**config.mk**
```make
export PLATFORM = sky130hd
export DESIGN_NAME = frsq_norm
export DESIGN_NICKNAME = d
export VERILOG_FILES = /design/src/design/frsq_pkg.sv /design/src/design/frsq_norm.sv
export SDC_FILE = /design/constraint.sdc
export NUM_CORES = 1
export LEC_CHECK = 0
export BUFFER_PORTS_ARGS = -buffer_cell sky130_fd_sc_hd__buf_2
export CORE_AREA = 3 3 146 105
export CTS_BUF_LIST = sky130_fd_sc_hd__clkbuf_8
export DETAILED_ROUTE_END_ITERATION = 6
export DIE_AREA = 0 0 149 108
export GPL_ROUTABILITY_DRIVEN = 0
export PLACE_DENSITY = 0.8
export SYNTH_ARGS = -nofsm -noshare
export SYNTH_HDL_FRONTEND = slang
export SYNTH_SLANG_ARGS = --single-unit
```
**constraint.sdc**
```tcl
create_clock -name clk -period 4.2 [get_ports clk]
set_clock_uncertainty 0.05 [all_clocks]
set_input_delay 0.84 -clock clk [delete_from_list [all_inputs] [get_ports clk]]
set_output_delay 0.84 -clock clk [all_outputs]
set_load 0.01 [all_outputs]
```
**src/design/frsq_pkg.sv**
```systemverilog
// frsq_pkg: shared types, constants and the fixed-point rounding helper
// for the fp32 reciprocal square root pipeline. No dependencies.
`default_nettype none
package frsq_pkg;

	localparam int unsigned NEWTON_STEPS_DEF = 6;

	localparam logic [31:0] HIDDEN_BIT = 32'h0080_0000;
	localparam logic [31:0] THREE_HALF = 32'h00C0_0000;
	localparam logic [31:0] POS_INF    = 32'h7F80_0000;
	localparam logic [31:0] NAN_WORD   = 32'h7F80_0001;
	localparam logic [31:0] NEG_NAN    = 32'hFF80_0001;
	localparam logic [9:0]  EXP_BIAS   = 10'd127;

	// rounding bias 0x01437000 split at bit 23
	localparam logic [22:0] BIAS_FRAC  = 23'h43_7000;
	localparam logic [31:0] BIAS_INT   = 32'd2;

	typedef struct packed {
		logic               special;
		logic [31:0]        spec_word;
		logic               lb;
		logic signed [9:0]  k;
		logic [22:0]        halfm;
	} frsq_ctl_t;

	// (p + bias when low 23 bits nonzero) >> 23, kept to 32 bits
	function automatic logic [31:0] fix_round(input logic [63:0] p);
		logic        sticky;
		logic [23:0] low_sum;
		logic [31:0] inc;
		sticky  = |p[22:0];
		low_sum = {1'b0, p[22:0]} + {1'b0, BIAS_FRAC};
		inc     = sticky ? (BIAS_INT + {31'd0, low_sum[23]}) : 32'd0;
		return p[54:23] + inc;
	endfunction

endpackage
`default_nettype wire

```
**src/design/frsq_norm.sv**
```systemverilog
// frsq_norm: leading-zero count, renormalize and repack the estimate, or
// pass a special word; two stages, the second is the output register.
// Uses frsq_pkg.
`default_nettype none
module frsq_norm (
	input  wire logic                clk,
	input  wire logic                arst_n,
	input  wire logic                in_valid,
	output logic                     in_stall,
	input  wire frsq_pkg::frsq_ctl_t in_ctl,
	input  wire logic [31:0]         in_z,
	output logic                     out_valid,
	input  wire logic                out_stall,
	output logic [31:0]              result_bits
);
	import frsq_pkg::*;

	logic              v_s1, v_s2;
	logic              en1, en2;
	frsq_ctl_t         ctl_s1;
	logic [31:0]       z_s1;
	logic [5:0]        lz_s1;
	logic [31:0]       res_s2;
	logic [5:0]        lz;
	logic [31:0]       scan;
	logic signed [6:0] shift;
	logic [6:0]        rshift;
	logic [31:0]       zs;
	logic [31:0]       zf;
	logic signed [9:0] k_new;
	logic [9:0]        expw;
	logic [31:0]       res_d;

	assign en2      = !v_s2 || !out_stall;
	assign en1      = !v_s1 || en2;
	assign in_stall = !en1;

	always_comb begin
		lz   = 6'd0;
		scan = in_z;
		if (scan[31:16] == 16'd0) begin lz = lz + 6'd16; scan = scan << 16; end
		if (scan[31:24] == 8'd0)  begin lz = lz + 6'd8;  scan = scan << 8;  end
		if (scan[31:28] == 4'd0)  begin lz = lz + 6'd4;  scan = scan << 4;  end
		if (scan[31:30] == 2'd0)  begin lz = lz + 6'd2;  scan = scan << 2;  end
		if (scan[31] == 1'b0)     begin lz = lz + 6'd1;  scan = scan << 1;  end
		if (scan[31] == 1'b0)     begin lz = lz + 6'd1;                     end
	end

	always_comb begin
		shift  = $signed({1'b0, lz_s1}) - 7'sd8 + $signed({6'd0, ctl_s1.lb});
		rshift = 7'(-shift);
		if (shift < 7'sd1) begin
			zs = z_s1 >> rshift[3:0];
		end else begin
			zs = z_s1 << shift[4:0];
		end
		k_new = ctl_s1.k - 10'(shift);
		zf    = zs >> ctl_s1.lb;
		expw  = 10'(k_new) + EXP_BIAS;
		res_d = ctl_s1.special ? ctl_s1.spec_word : {expw[8:0], zf[22:2], 2'b00};
	end

	always_ff @(posedge clk or negedge arst_n) begin
		if (!arst_n) begin
			v_s1 <= 1'b0;
			v_s2 <= 1'b0;
		end else begin
			if (en1) v_s1 <= in_valid;
			if (en2) v_s2 <= v_s1;
		end
	end

	always_ff @(posedge clk) begin
		if (en1 && in_valid) begin
			ctl_s1 <= in_ctl;
			z_s1   <= in_z;
			lz_s1  <= lz;
		end
		if (en2 && v_s1) begin
			res_s2 <= res_d;
		end
	end

	assign out_valid   = v_s2;
	assign result_bits = res_s2;

endmodule
`default_nettype wire

```
==> results of run 1 <==
## sequential cells by signal, indices dropped and copies added (netlist names)
| register | cells |
|---|---|
| out_valid | 1 |
| ctl_s1 | 43 |
| z_s1 | 32 |
| lz_s1 | 6 |
| v_s1 | 1 |
| result_bits | 32 |
## final cells by class
type	count	area share
clock buffers	17	0.0272
clock inverters	15	0.0211
inverters	21	0.00915
multi-input cells	467	0.433
flip-flops and latches	115	0.400
well taps	190	0.0276
repair buffers	130	0.0822
## cell families after synthesis
| group | count (synthesis) | share of synthesized area |
|---|---|---|
| AOI/OAI and AO/OA | 161 | 0.147 |
| buffers and inverters | 59 | 0.0338 |
| xor gates and xnor gates | 15 | 0.0226 |
| adders and majority gates | 19 | 0.0331 |
| DFF | 115 | 0.465 |
| muxes | 93 | 0.183 |
| and+or+nand+nor | 179 | 0.116 |
## layer usage
layer | up-vias | routed length (µm) | GRT usage
met5 | - | 0 | 0
met4 | 0 | 483 | 0.0758
met3 | 66 | 2320 | 0.0775
met2 | 395 | 8830 | 0.369
met1 | 2883 | 8000 | 0.347
li1 | 2726 | - | -
## placed cells by master, fill, tap and decap left out, types with 4 or more instances in the layout
master | synthesis | final
a211oi_1 | 9 | 9
a21o_1 | 4 | 4
a21oi_1 | 34 | 34
a222oi_1 | 8 | 8
a311oi_1 | 6 | 6
a31oi_1 | 8 | 8
and2_1 | 6 | 5
buf_2 | 11 | 112
buf_4 | 2 | 17
clkbuf_8 | 0 | 17
clkinv_4 | 0 | 5
edfxtp_1 | 113 | 113
ha_1 | 18 | 17
inv_1 | 20 | 20
mux2_2 | 17 | 17
mux2i_1 | 44 | 44
mux4_2 | 32 | 32
nand2_1 | 92 | 92
nand2b_1 | 7 | 7
nand3_1 | 7 | 7
nor2_1 | 32 | 32
nor3_1 | 7 | 7
o211ai_1 | 4 | 4
o21ai_0 | 43 | 43
o221ai_1 | 6 | 6
o22ai_1 | 8 | 8
xnor2_1 | 7 | 7
xor2_1 | 5 | 5
## path summary, 6_finish.rpt
path	cells past startpoint	slack [ns]	to	startpoint
setup / recovery	8	0.48	result_bits[16]$_DFFE_PP_	ctl_s1[33]$_DFFE_PP_
hold / removal	1	0.11	v_s1$_DFFE_PN0N_	arst_n
setup reg to reg	8	0.48	result_bits[16]$_DFFE_PP_	ctl_s1[33]$_DFFE_PP_
hold reg to reg	1	0.47	out_valid$_DFFE_PN0P_	v_s1$_DFFE_PN0N_
max in group asynchronous	1	3.89	out_valid$_DFFE_PN0P_	arst_n
min in group clk	1	0.47	out_valid$_DFFE_PN0P_	v_s1$_DFFE_PN0N_
## worst max-delay path, stage by stage (launching register included)
cell      delay (ns)
edfxtp_1        0.44
ha_2            0.39
inv_1           0.18
ha_1            0.77
mux4_2          0.61
mux2i_1         0.33
mux2i_1         0.19
o22ai_1         0.31
o221ai_1        0.17
## report_power, final
group / total (mW) / internal (mW) / switching (mW)
logic: 1.14 / 0.463 / 0.674
registers: 1.43 / 1.38 / 0.0514
clock network: 1.09 / 0.591 / 0.499
total: 3.66 / 2.43 / 1.22
==> results.toml, run 1 <==
[power]
ir_drop_v = 0.000231
p_total_mw = 3.66
power_leakage_nw = 3.43
power.density_nw_per_um2 = 425

[sta]
max_freq_mhz = 269
finalSetupViolations = 0
period_share = 0.886
grt_setup_unrepaired = "false"
timing.final.hold_violations = 0
drv_slew = 0
layout_min_cycle_time_ns = 3.72
fin_ws_ns = 0.478
whs_ns = 0.111
slew_headroom = 0.264
tns_ns = 0
worst_pin_slew_ns = 1.10

[place]
dpl.cell_count = 923
hpwl_mm = 14.4
place_ws_ns = 0.605
placed_cell_area_um2 = 8200
portBuffers = 112

[grt]
grt_pass1_wl_mm = 30.5
antenna_found_initial = 0
grt_max_degree = 82
overflow = 0
grt_pass1_vias = 5773
grt.total_usage = 0.246

[route]
avgViaCountPerCell = 6.36
vias = 6070
dr.pass1.iters = 7
route.detailed.drc = 19
postRouteAntennaNets = 0
wirelength_mm = 19.6
drt_iter0_drc = 854
wire_per_inst_um = 20.6

[flow_run]
maxCapViolCount = 0

[min_path]
hp-class = "in -> async"

[worst_setup_path]
worstPathRequired_ns = 4.32
end_kind = "flop"
crit_type = "reg -> reg"
arrival_ns = 3.85
crit_fanout = 14
worstSetupStartpointType = "flop"

[finish]
nets = 874
stdcell_area_um2 = 8610
seq_area_um2 = 3440
area_growth_pct = 16.3
final_util = 0.617
stdcell_count = 955
n_fill_cell = 1126
multiInputGateArea_um2 = 3730
antennaDiodeCount = 0
drive_gt1_frac = 0.306

[logic_synthesis]
synth_top_area_share = 0.458
syn_area_um2 = 7410
synth_seq_area_share = 0.465
synthCells = 641
synth_ff_type = "edfxtp_1"
synth-async-reset-ratio = 0.0174
synth.most_common_cell = "edfxtp_1"
synth_cell_types = 74
synth_nets = 763
synth_edf_count = 113
avgSynthCellArea_um2 = 11.6
yosys_warnings = 0
synth-seq-cells = 115
synth_commonest_cells = "edfxtp_1 (113), nand2_1 (92), mux2i_1 (44)"
yosysTopAreaCell = "edfxtp_1"
yosys-top-cells-area = "edfxtp_1 (46%), mux4_2 (9.7%), mux2i_1 (5.9%)"

[clocking]
cts_max_level = 4
cts_tree = "done"
ctsResizeCount = 0
cts_max_path_buffers = 2
cts-hold-fix-buffers = 0
clk_pin_slew_ns = 0.07
cts_buffers = 17
clkLatencyLatePin_ns = 0.45
clkSinkCount = 115
clockRootBuffer = "clkbuf_8"
post_cts_buffers = 0

[die]
row_count = 36
start_util = 0.531
dieArea_um2 = 16100
fp.dieW_um = 149
ioPinCount = 137
die_y_um = 108
core_um2 = 14000

[run_status]
violations = "DRC"
status = "finished, violations left"
Power figures use the tool's default switching activity.
==> run 2, diff against run 1 <==
Settings changed: BUFFER_PORTS_ARGS -buffer_cell sky130_fd_sc_hd__buf_2 to -buffer_cell sky130_fd_sc_hd__clkbuf_2.
==> results.toml, run 2 (synthesis gave the netlist of run 1 again) <==
[grt]
antenna_found_initial = 0
grt_pass1_wl_mm = 30.3
grt.total_usage = 0.242
grt_max_degree = 82
grt_pass1_vias = 5777
overflow = 0

[clocking]
clkLatencyLatePin_ns = 0.45
cts_max_path_buffers = 2
post_cts_buffers = 0
clockRootBuffer = "clkbuf_8"
cts_tree = "done"
cts_buffers = 17
clk_pin_slew_ns = 0.07
cts-hold-fix-buffers = 0
clkSinkCount = 115
cts_max_level = 4
ctsResizeCount = 0

[die]
ioPinCount = 137
fp.dieW_um = 149
die_y_um = 108
start_util = 0.531
core_um2 = 14000
dieArea_um2 = 16100
row_count = 36

[flow_run]
maxCapViolCount = 0

[route]
wire_per_inst_um = 20.2
dr.pass1.iters = 7
top_layer = "met4"
postRouteAntennaNets = 0
wirelength_mm = 19.2
wl_met2_mm = 8.64
drt_iter0_drc = 727
route.detailed.drc = 0
vias = 6041
wl_met1_mm = 7.90
wl_met3_mm = 2.16
avgViaCountPerCell = 6.34

[sta]
grt_setup_unrepaired = "false"
max_freq_mhz = 283
layout_min_cycle_time_ns = 3.53
worst_pin_slew_ns = 1.07
fin_ws_ns = 0.668
whs_ns = 0.124
period_share = 0.841
finalSetupViolations = 0
slew_headroom = 0.284
tns_ns = 0
drv_slew = 0
timing.final.hold_violations = 0

[power]
ir_drop_v = 0.000228
p_total_mw = 3.67
power_leakage_nw = 3.44
power.density_nw_per_um2 = 426

[finish]
largest_reg_flops = 43
n_fill_cell = 1119
layout_commonest_cell = "edfxtp_1"
final_cell_mix = "edfxtp_1 (113), clkbuf_2 (112), nand2_1 (92)"
nets = 872
final_util = 0.617
area_growth_pct = 16.3
antennaDiodeCount = 0
stdcell_count = 953
stdcell_area_um2 = 8620
top_register = "ctl_s1"
drive_gt1_frac = 0.301

[worst_setup_path]
crit_type = "reg -> reg"
worstSetupStartpointType = "flop"
crit_chain = "ha_2 -> ha_1 -> a21oi_1 -> xor2_1 -> buf_4 -> inv_1 -> a41o_1 -> nor2_1 -> a31oi_1 -> a222oi_1"
worstPathRequired_ns = 4.37
cpPeakStageDelay_ns = 0.50
timing.rr.start = "ctl_s1[33]$_DFFE_PP_"
crit_fanout = 13
arrival_ns = 3.70
r2r_slack_ns = 0.67
end_kind = "flop"
reg2reg_to = "result_bits[10]$_DFFE_PP_"
reg2reg_depth = 10
slowest_stage = "nor2_1"

[place]
place_ws_ns = 0.627
placed_cell_area_um2 = 8200
portBuffers = 112
hpwl_mm = 14.1
dpl.cell_count = 921

[run_status]
status = "completed"

[min_path]
hp-class = "in -> async"
-- run 2: cell types whose count changed in the layout (fill, tap and decap cells not counted) --
cell        change
buf_12          +1
inv_6           -2
clkinv_1        +2
buf_4           -3
clkinv_4        -4
bufinv_16       +1
clkinvlp_4      +3
buf_2         -112
clkbuf_2      +112
-- run 2: how the worst max path moves through the flow --
stage                    startpoint                   endpoint  slack [ns]  depth (start not counted)
2_1_floorplan  ctl_s1[33]$_DFFE_PP_   result_bits[2]$_DFFE_PP_        0.16                         14
3_3_place_gp               in_z[20]         lz_s1[4]$_DFFE_PP_        0.73                          8
3_5_place_dp               in_z[20]         lz_s1[4]$_DFFE_PP_        0.63                          8
4_1_cts        ctl_s1[33]$_DFFE_PP_  result_bits[30]$_DFFE_PP_        0.74                         15
5_1_grt        ctl_s1[33]$_DFFE_PP_  result_bits[10]$_DFFE_PP_        0.47                         10
6_report       ctl_s1[33]$_DFFE_PP_  result_bits[10]$_DFFE_PP_        0.67                         10
-- run 2: routing by layer --
metal,vias to the layer above,global-route usage
met3,60,0.0725
met1,2853,0.331
li1,2714,-
met5,-,0
met2,414,0.368
met4,0,0.0888
-- run 2: cell type report --
type,instances,area (µm²),share of cell area
Multi-Input combinational cell,467,3730,0.433
Sequential cell,115,3440,0.399
Timing Repair Buffer,128,706,0.0819
Tap cell,190,238,0.0276
Clock buffer,17,234,0.0271
Clock inverter,15,189,0.0219
Inverter,21,78.8,0.00915
-- run 2: critical path, delay by kind of cell, from the launching register on --
kind	cells	cell delay, ns
buffers and inverters	2	0.30
AO/OA/AOI/OAI	4	1.32
flip-flops	1	0.44
AND/OR/NAND/NOR	1	0.50
XOR/XNOR	1	0.20
adder cells (fa/ha/maj)	2	0.49
-- run 2: where the power goes --
part	internal (mW)	switching, mW	total (mW)
Combinational	0.462	0.659	1.12
Clock	0.639	0.477	1.12
Sequential	1.38	0.0516	1.43
Total	2.48	1.19	3.67
