File: src/design/frsq_pkg.sv
// frsq_pkg: shared types, constants and the fixed-point rounding helper
// for the fp32 reciprocal square root pipeline. No dependencies.
`default_nettype none
package frsq_pkg;

	localparam int unsigned NEWTON_STEPS_DEF = 6;

	localparam logic [31:0] HIDDEN_BIT = 32'h0080_0000;
	localparam logic [31:0] THREE_HALF = 32'h00C0_0000;
	localparam logic [31:0] POS_INF    = 32'h7F80_0000;
	localparam logic [31:0] NAN_WORD   = 32'h7F80_0001;
	localparam logic [31:0] NEG_NAN    = 32'hFF80_0001;
	localparam logic [9:0]  EXP_BIAS   = 10'd127;

	// rounding bias 0x01437000 split at bit 23
	localparam logic [22:0] BIAS_FRAC  = 23'h43_7000;
	localparam logic [31:0] BIAS_INT   = 32'd2;

	typedef struct packed {
		logic               special;
		logic [31:0]        spec_word;
		logic               lb;
		logic signed [9:0]  k;
		logic [22:0]        halfm;
	} frsq_ctl_t;

	// (p + bias when low 23 bits nonzero) >> 23, kept to 32 bits
	function automatic logic [31:0] fix_round(input logic [63:0] p);
		logic        sticky;
		logic [23:0] low_sum;
		logic [31:0] inc;
		sticky  = |p[22:0];
		low_sum = {1'b0, p[22:0]} + {1'b0, BIAS_FRAC};
		inc     = sticky ? (BIAS_INT + {31'd0, low_sum[23]}) : 32'd0;
		return p[54:23] + inc;
	endfunction

endpackage
`default_nettype wire

File: src/design/frsq_decode.sv
// frsq_decode: one register stage that sorts out special operands and sets
// up exponent, halved mantissa and the initial estimate. Uses frsq_pkg.
`default_nettype none
module frsq_decode (
	input  wire logic                clk,
	input  wire logic                arst_n,
	input  wire logic                in_valid,
	output logic                     in_stall,
	input  wire logic [31:0]         operand_bits,
	output logic                     out_valid,
	input  wire logic                out_stall,
	output frsq_pkg::frsq_ctl_t      out_ctl,
	output logic [31:0]              out_z
);
	import frsq_pkg::*;

	logic              v_s1;
	frsq_ctl_t         ctl_s1;
	logic [31:0]       z_s1;
	logic              en;
	frsq_ctl_t         ctl_d;
	logic [31:0]       z_d;
	logic [7:0]        expo;
	logic signed [9:0] e;
	logic signed [9:0] e_even;

	assign en       = !v_s1 || !out_stall;
	assign in_stall = !en;

	always_comb begin
		expo          = operand_bits[30:23];
		ctl_d.special = 1'b1;
		ctl_d.spec_word = 32'd0;
		if (operand_bits == POS_INF) begin
			ctl_d.spec_word = 32'd0;
		end else if (operand_bits[30:0] > POS_INF[30:0]) begin
			ctl_d.spec_word = {operand_bits[31], NAN_WORD[30:0]};
		end else if (expo == 8'd0) begin
			ctl_d.spec_word = {operand_bits[31], POS_INF[30:0]};
		end else if (operand_bits[31]) begin
			ctl_d.spec_word = NEG_NAN;
		end else begin
			ctl_d.special = 1'b0;
		end
		ctl_d.lb = ~expo[0];
		e        = $signed({2'b00, expo}) - $signed(EXP_BIAS);
		e_even   = e - $signed({9'd0, ctl_d.lb});
		ctl_d.k  = -(e_even >>> 1);
		ctl_d.halfm = ctl_d.lb ? {2'b01, operand_bits[22:2]} : {1'b1, operand_bits[22:1]};
		z_d      = ctl_d.lb ? (HIDDEN_BIT >> 1) : HIDDEN_BIT;
	end

	always_ff @(posedge clk or negedge arst_n) begin
		if (!arst_n) begin
			v_s1 <= 1'b0;
		end else if (en) begin
			v_s1 <= in_valid;
		end
	end

	always_ff @(posedge clk) begin
		if (en && in_valid) begin
			ctl_s1 <= ctl_d;
			z_s1   <= z_d;
		end
	end

	assign out_valid = v_s1;
	assign out_ctl   = ctl_s1;
	assign out_z     = z_s1;

endmodule
`default_nettype wire

File: config.mk
export PLATFORM = sky130hd
export DESIGN_NAME = frsq_decode
export DESIGN_NICKNAME = d
export VERILOG_FILES = /design/src/design/frsq_pkg.sv /design/src/design/frsq_decode.sv
export SDC_FILE = /design/constraint.sdc
export NUM_CORES = 1
export LEC_CHECK = 0
export BUFFER_PORTS_ARGS = -buffer_cell sky130_fd_sc_hd__buf_2
export CAP_MARGIN = 20
export CELL_PAD_IN_SITES_DETAIL_PLACEMENT = 0
export CELL_PAD_IN_SITES_GLOBAL_PLACEMENT = 2
export CORE_AREA = 2 2 106 108
export DETAILED_ROUTE_END_ITERATION = 12
export DIE_AREA = 0 0 108 110
export GPL_TIMING_DRIVEN = 0
export PLACE_DENSITY = 0.77
export SLEW_MARGIN = 0
export SYNTH_ARGS = -nofsm -noshare
export SYNTH_HDL_FRONTEND = slang
export SYNTH_SLANG_ARGS = --single-unit
File: constraint.sdc
create_clock -name clk -period 2.78 [get_ports clk]
set_clock_uncertainty 0.1 [all_clocks]
set_input_delay 0.278 -clock clk [delete_from_list [all_inputs] [get_ports clk]]
set_output_delay 0.278 -clock clk [all_outputs]
set_load 0.01 [all_outputs]
==> results of run 1 <==
## state kept, by name (all words and copies together), names as in the netlist
register   cells
out_ctl       36
out_z          2
out_valid      1
## logic make-up (layout without fill, tap and decap cells)
| kind of cell | count (synthesis) | count (layout) | share of synthesized area [%] |
|---|---|---|---|
| AO/OA/AOI/OAI | 23 | 23 | 8.209 |
| flip-flops | 39 | 39 | 46.65 |
| multiplexers | 22 | 22 | 9.910 |
| other | 1 | 52 | 0.1500 |
| AND/OR/NAND/NOR | 41 | 41 | 9.110 |
| adder cells (fa/ha/maj) | 4 | 4 | 2.002 |
| XOR/XNOR | 7 | 7 | 2.453 |
| buffers and inverters | 79 | 170 | 21.52 |
## worst max-delay path: stages
cell and delay, ns:
sky130_fd_sc_hd__buf_2 0.10, sky130_fd_sc_hd__buf_2 0.19, sky130_fd_sc_hd__buf_2 0.27, sky130_fd_sc_hd__inv_1 0.09
sky130_fd_sc_hd__ha_1 0.35, sky130_fd_sc_hd__inv_1 0.12, sky130_fd_sc_hd__ha_1 0.15, sky130_fd_sc_hd__clkbuf_1 0.30
sky130_fd_sc_hd__inv_1 0.07, sky130_fd_sc_hd__nor4b_1 0.30, sky130_fd_sc_hd__nor4_1 0.10
## where the power goes
group	leakage [nW]	internal, mW	total, mW	switching (mW)
Clock	0.0654	0.359	0.543	0.185
Sequential	0.372	0.695	0.704	0.00940
Combinational	1.18	0.163	0.344	0.181
## how the worst max path moves through the flow
stage,to,cells past startpoint
global placement,out_ctl[29],10
CTS,out_ctl[29],10
global route,out_ctl[29],11
finish,out_ctl[29],11
detailed placement,out_ctl[29],10
floorplan,out_ctl[29],10
## synth_stat cells, types with 2 or more instances
| library cell | count | area share (%) |
|---|---|---|
| sky130_fd_sc_hd__nor4_1 | 8 | 2.0 |
| sky130_fd_sc_hd__a211oi_1 | 2 | 0.60 |
| sky130_fd_sc_hd__buf_2 | 6 | 1.2 |
| sky130_fd_sc_hd__nor2b_1 | 2 | 0.50 |
| sky130_fd_sc_hd__a21oi_1 | 4 | 0.80 |
| sky130_fd_sc_hd__nor2_1 | 8 | 1.2 |
| sky130_fd_sc_hd__nand2_1 | 4 | 0.60 |
| sky130_fd_sc_hd__and3_1 | 2 | 0.50 |
| sky130_fd_sc_hd__o41ai_1 | 2 | 0.70 |
| sky130_fd_sc_hd__xnor2_1 | 4 | 1.4 |
| sky130_fd_sc_hd__o31ai_1 | 2 | 0.60 |
| sky130_fd_sc_hd__mux2_2 | 22 | 9.9 |
| sky130_fd_sc_hd__edfxtp_1 | 38 | 46 |
| sky130_fd_sc_hd__xor2_1 | 3 | 1.1 |
| sky130_fd_sc_hd__nand3_1 | 5 | 1.0 |
| sky130_fd_sc_hd__inv_1 | 8 | 1.2 |
| sky130_fd_sc_hd__ha_1 | 4 | 2.0 |
| sky130_fd_sc_hd__buf_4 | 62 | 19 |
| sky130_fd_sc_hd__o221a_2 | 2 | 0.90 |
| sky130_fd_sc_hd__nand4_1 | 3 | 0.75 |
| sky130_fd_sc_hd__clkbuf_1 | 2 | 0.30 |
| sky130_fd_sc_hd__nor3_1 | 2 | 0.40 |
## per-layer routing
layer  up-vias  global-route usage [%]  share of wire, %
met4         0                   3.297               1.6
met5         -                       0                 0
met1       831                   9.512                37
met2       110                   16.08                48
met3         6                   2.234                13
li1        947                       -                 -
## layout by cell type, fill, tap and decap left out, types with 2 or more instances in the layout
| cell | Yosys | routed |
|---|---|---|
| sky130_fd_sc_hd__nor3_1 | 2 | 2 |
| sky130_fd_sc_hd__edfxtp_1 | 38 | 38 |
| sky130_fd_sc_hd__inv_1 | 8 | 8 |
| sky130_fd_sc_hd__mux2_2 | 22 | 22 |
| sky130_fd_sc_hd__ha_1 | 4 | 4 |
| sky130_fd_sc_hd__clkbuf_1 | 2 | 3 |
| sky130_fd_sc_hd__o221a_2 | 2 | 2 |
| sky130_fd_sc_hd__buf_2 | 6 | 87 |
| sky130_fd_sc_hd__conb_1 | 1 | 52 |
| sky130_fd_sc_hd__xnor2_1 | 4 | 4 |
| sky130_fd_sc_hd__o41ai_1 | 2 | 2 |
| sky130_fd_sc_hd__and3_1 | 2 | 2 |
| sky130_fd_sc_hd__o31ai_1 | 2 | 2 |
| sky130_fd_sc_hd__clkbuf_8 | 0 | 5 |
| sky130_fd_sc_hd__nand4_1 | 3 | 3 |
| sky130_fd_sc_hd__buf_4 | 62 | 62 |
| sky130_fd_sc_hd__xor2_1 | 3 | 3 |
| sky130_fd_sc_hd__nand2_1 | 4 | 4 |
| sky130_fd_sc_hd__bufinv_16 | 0 | 2 |
| sky130_fd_sc_hd__nand3_1 | 5 | 5 |
| sky130_fd_sc_hd__nor2_1 | 8 | 8 |
| sky130_fd_sc_hd__nor4_1 | 8 | 8 |
| sky130_fd_sc_hd__a21oi_1 | 4 | 4 |
| sky130_fd_sc_hd__a211oi_1 | 2 | 2 |
## layout make-up
class / instances / area (um2) / share of cell area [%]
plain buffers: 71 / 508.0 / 14.73
inverters: 8 / 30.03 / 0.8705
multi-input cells: 149 / 994.7 / 28.84
repair buffers: 83 / 442.9 / 12.84
well taps: 140 / 175.2 / 5.078
clock inverters: 2 / 60.06 / 1.741
flip-flops and latches: 39 / 1166 / 33.80
clock buffers: 6 / 72.57 / 2.104
## through the flow
| step | worst slack (ns) | std cells | power, mW | instance area [um2] | utilization [%] |
|---|---|---|---|---|---|
| 2_1_floorplan | 0.5144 | 267 | 0.9488 | 2694 | - |
| 3_3_place_gp | 0.05657 | 488 | 1.052 | 3274 | 30.61 |
| 3_5_place_dp | 0.01481 | 489 | 1.061 | 3307 | 30.91 |
| 4_1_cts | 0.3133 | 498 | 1.612 | 3450 | 32.25 |
| 5_1_grt | 0.1034 | 498 | 1.668 | 3450 | 32.25 |
| 6_report | 0.3788 | 498 | 1.592 | 3450 | 32.25 |
==> flow_results.xml, run 1 <==
<?xml version="1.0" encoding="UTF-8"?>
<metrics>
  <group name="sta">
    <metric name="worst_slew_pin_slew" unit="ns">0.5173</metric>
    <metric name="maxClockFrequency" unit="MHz">416.5</metric>
    <metric name="setup_total_negative_slack" unit="ns">0</metric>
    <metric name="hold_slack" unit="ns">0.1062</metric>
    <metric name="hold_viol" unit="">0</metric>
    <metric name="post-route-min-period" unit="ns">2.401</metric>
    <metric name="timing.max_slew.rel_slack" unit="%">65.44</metric>
    <metric name="final_min_period_over_clock_period" unit="%">86.37</metric>
    <metric name="unrepaired_setup_endpoints_after_global_routing" unit="">no</metric>
    <metric name="report.final.slew_viol_count" unit="">0</metric>
    <metric name="setup_viol" unit="">0</metric>
  </group>
  <group name="critical_path">
    <metric name="required" unit="ns">2.71</metric>
    <metric name="worst_setup_path_startpoint" unit="">operand_bits[23]</metric>
    <metric name="cp_max_fo" unit="">10</metric>
    <metric name="critical_path_class" unit="">in -&gt; reg</metric>
    <metric name="worstReg2RegStart" unit="">out_valid</metric>
    <metric name="critical_path_arrival" unit="ns">2.33</metric>
    <metric name="reg2reg_depth" unit="">3</metric>
    <metric name="setup.reg_to_reg.worst_slack" unit="ns">1.13</metric>
    <metric name="crit-reg2reg-capture" unit="">out_ctl[25]</metric>
    <metric name="cp-start-kind" unit="">input pin</metric>
    <metric name="worst_setup_path_end_kind" unit="">register</metric>
  </group>
  <group name="drt">
    <metric name="drt_first_pass_iters" unit="">4</metric>
    <metric name="detail_route.drc_violations" unit="">0</metric>
    <metric name="wire_length_per_cell" unit="um">10.75</metric>
    <metric name="routed-via-count" unit="">1894</metric>
    <metric name="vias_per_cell" unit="">3.803</metric>
    <metric name="routed_wire_length" unit="um">5354</metric>
    <metric name="drt_iter0_markers" unit="">51</metric>
    <metric name="final_antenna_net_count" unit="">0</metric>
  </group>
  <group name="synth">
    <metric name="synth_unique_cells" unit="">43</metric>
    <metric name="synth_warn" unit="">0</metric>
    <metric name="postSynthCellCount" unit="">216</metric>
    <metric name="number_of_enable_flip_flop_cells_after_synthesis" unit="">38</metric>
    <metric name="synth_seq_area_share" unit="%">46.65</metric>
    <metric name="async_flop_share" unit="%">2.564</metric>
    <metric name="synth_flop_cell" unit="">sky130_fd_sc_hd__edfxtp_1</metric>
    <metric name="synth.ff_latch_count" unit="">39</metric>
    <metric name="synth.cell_area" unit="um2">2500</metric>
    <metric name="post_synthesis_area_per_instance" unit="um2">11.57</metric>
  </group>
  <group name="place">
    <metric name="io_buffers" unit="">81</metric>
    <metric name="gp_congestion" unit="">0.8361</metric>
    <metric name="dpl.hpwl" unit="um">4492</metric>
  </group>
  <group name="clock_tree">
    <metric name="count_of_hold_buffers_inserted_by_post_cts_repair" unit="">1</metric>
    <metric name="clkSinkCount" unit="">39</metric>
    <metric name="htree_depth" unit="">2</metric>
    <metric name="cts-root-buf" unit="">sky130_fd_sc_hd__clkbuf_8</metric>
    <metric name="cts.repair_timing.setup_buffer_count" unit="">0</metric>
    <metric name="cts.repair.resized" unit="">0</metric>
    <metric name="clk-insertion-delay-late" unit="ns">0.28</metric>
    <metric name="total_cts_buffers" unit="">5</metric>
    <metric name="cts-root-to-sink-buffers" unit="">2</metric>
    <metric name="cts.reportedPaths.clkPinSlew" unit="ns">0.07</metric>
    <metric name="tritoncts_clock_tree" unit="">built</metric>
  </group>
  <group name="worst_hold_path">
    <metric name="holdCritStartpoint" unit="">in_valid</metric>
    <metric name="timing.hold.worst_path_depth" unit="">2</metric>
    <metric name="min-delay-path-class" unit="">in -&gt; reg</metric>
    <metric name="whs_endpoint" unit="">out_valid</metric>
  </group>
  <group name="final_layout">
    <metric name="final_layout_size_suffix_gt1_share" unit="%">53.35</metric>
    <metric name="nFillCells" unit="">1103</metric>
    <metric name="num_antenna_cells" unit="">0</metric>
    <metric name="nets" unit="">397</metric>
    <metric name="layout-area-overhead-vs-synth" unit="%">37.99</metric>
  </group>
  <group name="power_and_ir_drop">
    <metric name="cellLeakagePower" unit="nW">1.616</metric>
    <metric name="max_ir_drop_vdd" unit="mV">0.2454</metric>
    <metric name="power_density" unit="nW/um2">461.4</metric>
  </group>
  <group name="die">
    <metric name="design.core.area" unit="um2">10700</metric>
    <metric name="chipWidth" unit="um">108</metric>
    <metric name="top_level_ports" unit="">137</metric>
    <metric name="floorplan.initialDensity" unit="%">23.37</metric>
    <metric name="die_h" unit="um">110</metric>
    <metric name="die_area" unit="um2">11880</metric>
    <metric name="std_cell_rows" unit="">38</metric>
  </group>
  <group name="grt">
    <metric name="first_global_vias" unit="">1694</metric>
    <metric name="groute.usage.overall" unit="%">8.677</metric>
    <metric name="largest_net_degree_at_the_start_of_global_routing" unit="">23</metric>
    <metric name="grt_overflow_total" unit="">0</metric>
    <metric name="grt_first_pass_wirelength" unit="um">8066</metric>
    <metric name="number_of_antenna_violations_at_the_first_check_in_global_routing" unit="">0</metric>
  </group>
  <group name="job">
    <metric name="maxCapViolCount" unit="">0</metric>
  </group>
  <group name="outcome">
    <metric name="outcome" unit="">completed</metric>
  </group>
</metrics>
(Power assumes the default switching activity.)
==> run 2: changes to the inputs <==
==> constraint.sdc (replaced) <==
create_clock -name clk -period 2.1 [get_ports clk]
set_clock_uncertainty 0.1 [all_clocks]
set_input_delay 0.21 -clock clk [delete_from_list [all_inputs] [get_ports clk]]
set_output_delay 0.21 -clock clk [all_outputs]
set_load 0.01 [all_outputs]
==> flow_results.xml, run 2 (synthesis gave the netlist of run 1 again) <==
<?xml version="1.0" encoding="UTF-8"?>
<metrics>
  <group name="outcome">
    <metric name="outcome" unit="">completed</metric>
  </group>
  <group name="final_layout">
    <metric name="final_common_cell" unit="">sky130_fd_sc_hd__buf_2</metric>
    <metric name="mostFrequentLayoutCells" unit="">sky130_fd_sc_hd__buf_2, sky130_fd_sc_hd__buf_4, sky130_fd_sc_hd__conb_1</metric>
    <metric name="multiInputGateArea" unit="um2">1016</metric>
    <metric name="num_antenna_cells" unit="">0</metric>
    <metric name="nets" unit="">395</metric>
    <metric name="finish.utilization" unit="%">32.26</metric>
    <metric name="nFillCells" unit="">1106</metric>
    <metric name="layout-area-overhead-vs-synth" unit="%">38.04</metric>
    <metric name="flip_flop_count_of_the_largest_register_after_layout" unit="">36</metric>
    <metric name="area_occupied_by_registers" unit="um2">1166</metric>
    <metric name="final_layout_size_suffix_gt1_share" unit="%">53.93</metric>
  </group>
  <group name="sta">
    <metric name="post-route-min-period" unit="ns">1.949</metric>
    <metric name="unrepaired_setup_endpoints_after_global_routing" unit="">no</metric>
    <metric name="timing.max_slew.rel_slack" unit="%">31.73</metric>
    <metric name="timing.final.ws_setup" unit="ns">0.1511</metric>
    <metric name="maxClockFrequency" unit="MHz">513.1</metric>
    <metric name="hold_viol" unit="">0</metric>
    <metric name="report.final.slew_viol_count" unit="">0</metric>
    <metric name="final_min_period_over_clock_period" unit="%">92.81</metric>
    <metric name="worst_slew_pin_slew" unit="ns">1.022</metric>
    <metric name="setup_viol" unit="">0</metric>
  </group>
  <group name="grt">
    <metric name="largest_net_degree_at_the_start_of_global_routing" unit="">39</metric>
    <metric name="number_of_antenna_violations_at_the_first_check_in_global_routing" unit="">0</metric>
    <metric name="grt_first_pass_wirelength" unit="um">8128</metric>
    <metric name="groute.usage.overall" unit="%">8.782</metric>
    <metric name="first_global_vias" unit="">1704</metric>
    <metric name="grt_overflow_total" unit="">0</metric>
  </group>
  <group name="drt">
    <metric name="routed-via-count" unit="">1913</metric>
    <metric name="vias_per_cell" unit="">3.857</metric>
    <metric name="wire_length_per_cell" unit="um">11.04</metric>
    <metric name="final_antenna_net_count" unit="">0</metric>
    <metric name="routed_wire_length" unit="um">5476</metric>
    <metric name="detail_route.drc_violations" unit="">0</metric>
    <metric name="drt_first_pass_iters" unit="">4</metric>
    <metric name="drt_iter0_markers" unit="">56</metric>
  </group>
  <group name="power_and_ir_drop">
    <metric name="power_density" unit="nW/um2">613.6</metric>
    <metric name="cellLeakagePower" unit="nW">1.612</metric>
    <metric name="max_ir_drop_vdd" unit="mV">0.3548</metric>
  </group>
  <group name="critical_path">
    <metric name="required" unit="ns">2.03</metric>
    <metric name="critical_path_class" unit="">in -&gt; reg</metric>
    <metric name="cp_max_fo" unit="">11</metric>
    <metric name="worst_setup_path_end_kind" unit="">register</metric>
    <metric name="worstReg2RegStart" unit="">out_valid</metric>
    <metric name="crit-reg2reg-capture" unit="">out_ctl[31]</metric>
    <metric name="critical_path_arrival" unit="ns">1.88</metric>
    <metric name="reg2reg_depth" unit="">2</metric>
    <metric name="setup.reg_to_reg.worst_slack" unit="ns">0.23</metric>
    <metric name="cp-start-kind" unit="">input pin</metric>
  </group>
  <group name="place">
    <metric name="worst_setup_slack_post_dpl" unit="ns">-0.4123</metric>
    <metric name="gp_congestion" unit="">0.8008</metric>
    <metric name="io_buffers" unit="">81</metric>
    <metric name="dpl.hpwl" unit="um">4448</metric>
  </group>
  <group name="die">
    <metric name="design.core.area" unit="um2">10700</metric>
    <metric name="std_cell_rows" unit="">38</metric>
    <metric name="chipWidth" unit="um">108</metric>
    <metric name="top_level_ports" unit="">137</metric>
    <metric name="die_h" unit="um">110</metric>
    <metric name="die_area" unit="um2">11880</metric>
    <metric name="floorplan.initialDensity" unit="%">23.37</metric>
  </group>
  <group name="clock_tree">
    <metric name="total_cts_buffers" unit="">5</metric>
    <metric name="cts-root-to-sink-buffers" unit="">2</metric>
    <metric name="htree_depth" unit="">2</metric>
    <metric name="cts.reportedPaths.clkPinSlew" unit="ns">0.08</metric>
    <metric name="cts-root-buf" unit="">sky130_fd_sc_hd__clkbuf_8</metric>
    <metric name="clkSinkCount" unit="">39</metric>
    <metric name="cts.repair_timing.setup_buffer_count" unit="">0</metric>
    <metric name="clk-insertion-delay-late" unit="ns">0.29</metric>
    <metric name="tritoncts_clock_tree" unit="">built</metric>
  </group>
  <group name="job">
    <metric name="maxCapViolCount" unit="">0</metric>
  </group>
  <group name="worst_hold_path">
    <metric name="min-delay-path-class" unit="">in -&gt; reg</metric>
    <metric name="timing.hold.worst_path_depth" unit="">2</metric>
    <metric name="holdCritStartpoint" unit="">in_valid</metric>
    <metric name="whs_endpoint" unit="">out_valid</metric>
  </group>
</metrics>
-- run 2: routing by layer --
layer  vias up  wire, um  track usage (%)
li1        949         -                -
met1       847      2232            9.858
met2       109      2607            15.90
met3         8       525            2.175
met4         0       110            3.663
met5         -         0                0
-- run 2: how the worst max path moves through the flow --
stage / startpoint / end / depth (start not counted)
floorplan: operand_bits[23] / out_ctl[29] / 10
global placement: operand_bits[23] / out_ctl[29] / 10
detailed placement: operand_bits[23] / out_ctl[29] / 11
CTS: operand_bits[23] / out_ctl[29] / 10
global route: operand_bits[23] / out_ctl[29] / 10
finish: operand_bits[23] / out_ctl[29] / 10
-- run 2: where the power goes --
part	switching [mW]	internal, mW	leakage, nW	total [mW]
sequential	0.0127	0.920	0.372	0.933
clock	0.255	0.475	0.0654	0.730
combinational	0.241	0.214	1.17	0.455
total	0.509	1.61	1.61	2.12
-- run 2: critical path, stage by stage --
cell and delay [ns]:
sky130_fd_sc_hd__clkbuf_4 0.19, sky130_fd_sc_hd__buf_6 0.17, sky130_fd_sc_hd__inv_1 0.07, sky130_fd_sc_hd__ha_1 0.34, sky130_fd_sc_hd__inv_1 0.12, sky130_fd_sc_hd__ha_1 0.15
sky130_fd_sc_hd__clkbuf_4 0.18, sky130_fd_sc_hd__inv_1 0.08, sky130_fd_sc_hd__nor4b_4 0.29, sky130_fd_sc_hd__nor4_2 0.07
-- run 2: cell type report --
type	count	share of cell area (%)
inverters	8	0.8702
multi-input cells	149	29.44
clock inverters	2	1.740
repair buffers	82	12.11
plain buffers	70	14.87
clock buffers	6	2.103
well taps	140	5.076
flip-flops and latches	39	33.79
-- run 2: through the flow --
| stage | area [um2] | TNS [ns] | std cells | power [mW] | hold slack, ns |
|---|---|---|---|---|---|
| 6_report | 3451 | 0 | 496 | 2.117 | 0.02764 |
| 3_5_place_dp | 3283 | -1.809 | 488 | 1.399 | -0.1137 |
| 4_1_cts | 3425 | 0 | 496 | 2.135 | 0.01623 |
| 5_1_grt | 3451 | 0 | 496 | 2.217 | 0.03166 |
| 3_3_place_gp | 3283 | -1.455 | 488 | 1.396 | -0.1159 |
| 2_1_floorplan | 2703 | 0 | 267 | 1.258 | -0.1856 |
-- run 2: timing repair --
action                     CTS  global route
hold buffers                 1             0
resized for setup            1             6
hold endpoints to repair     1             0
setup endpoints to repair    1             1
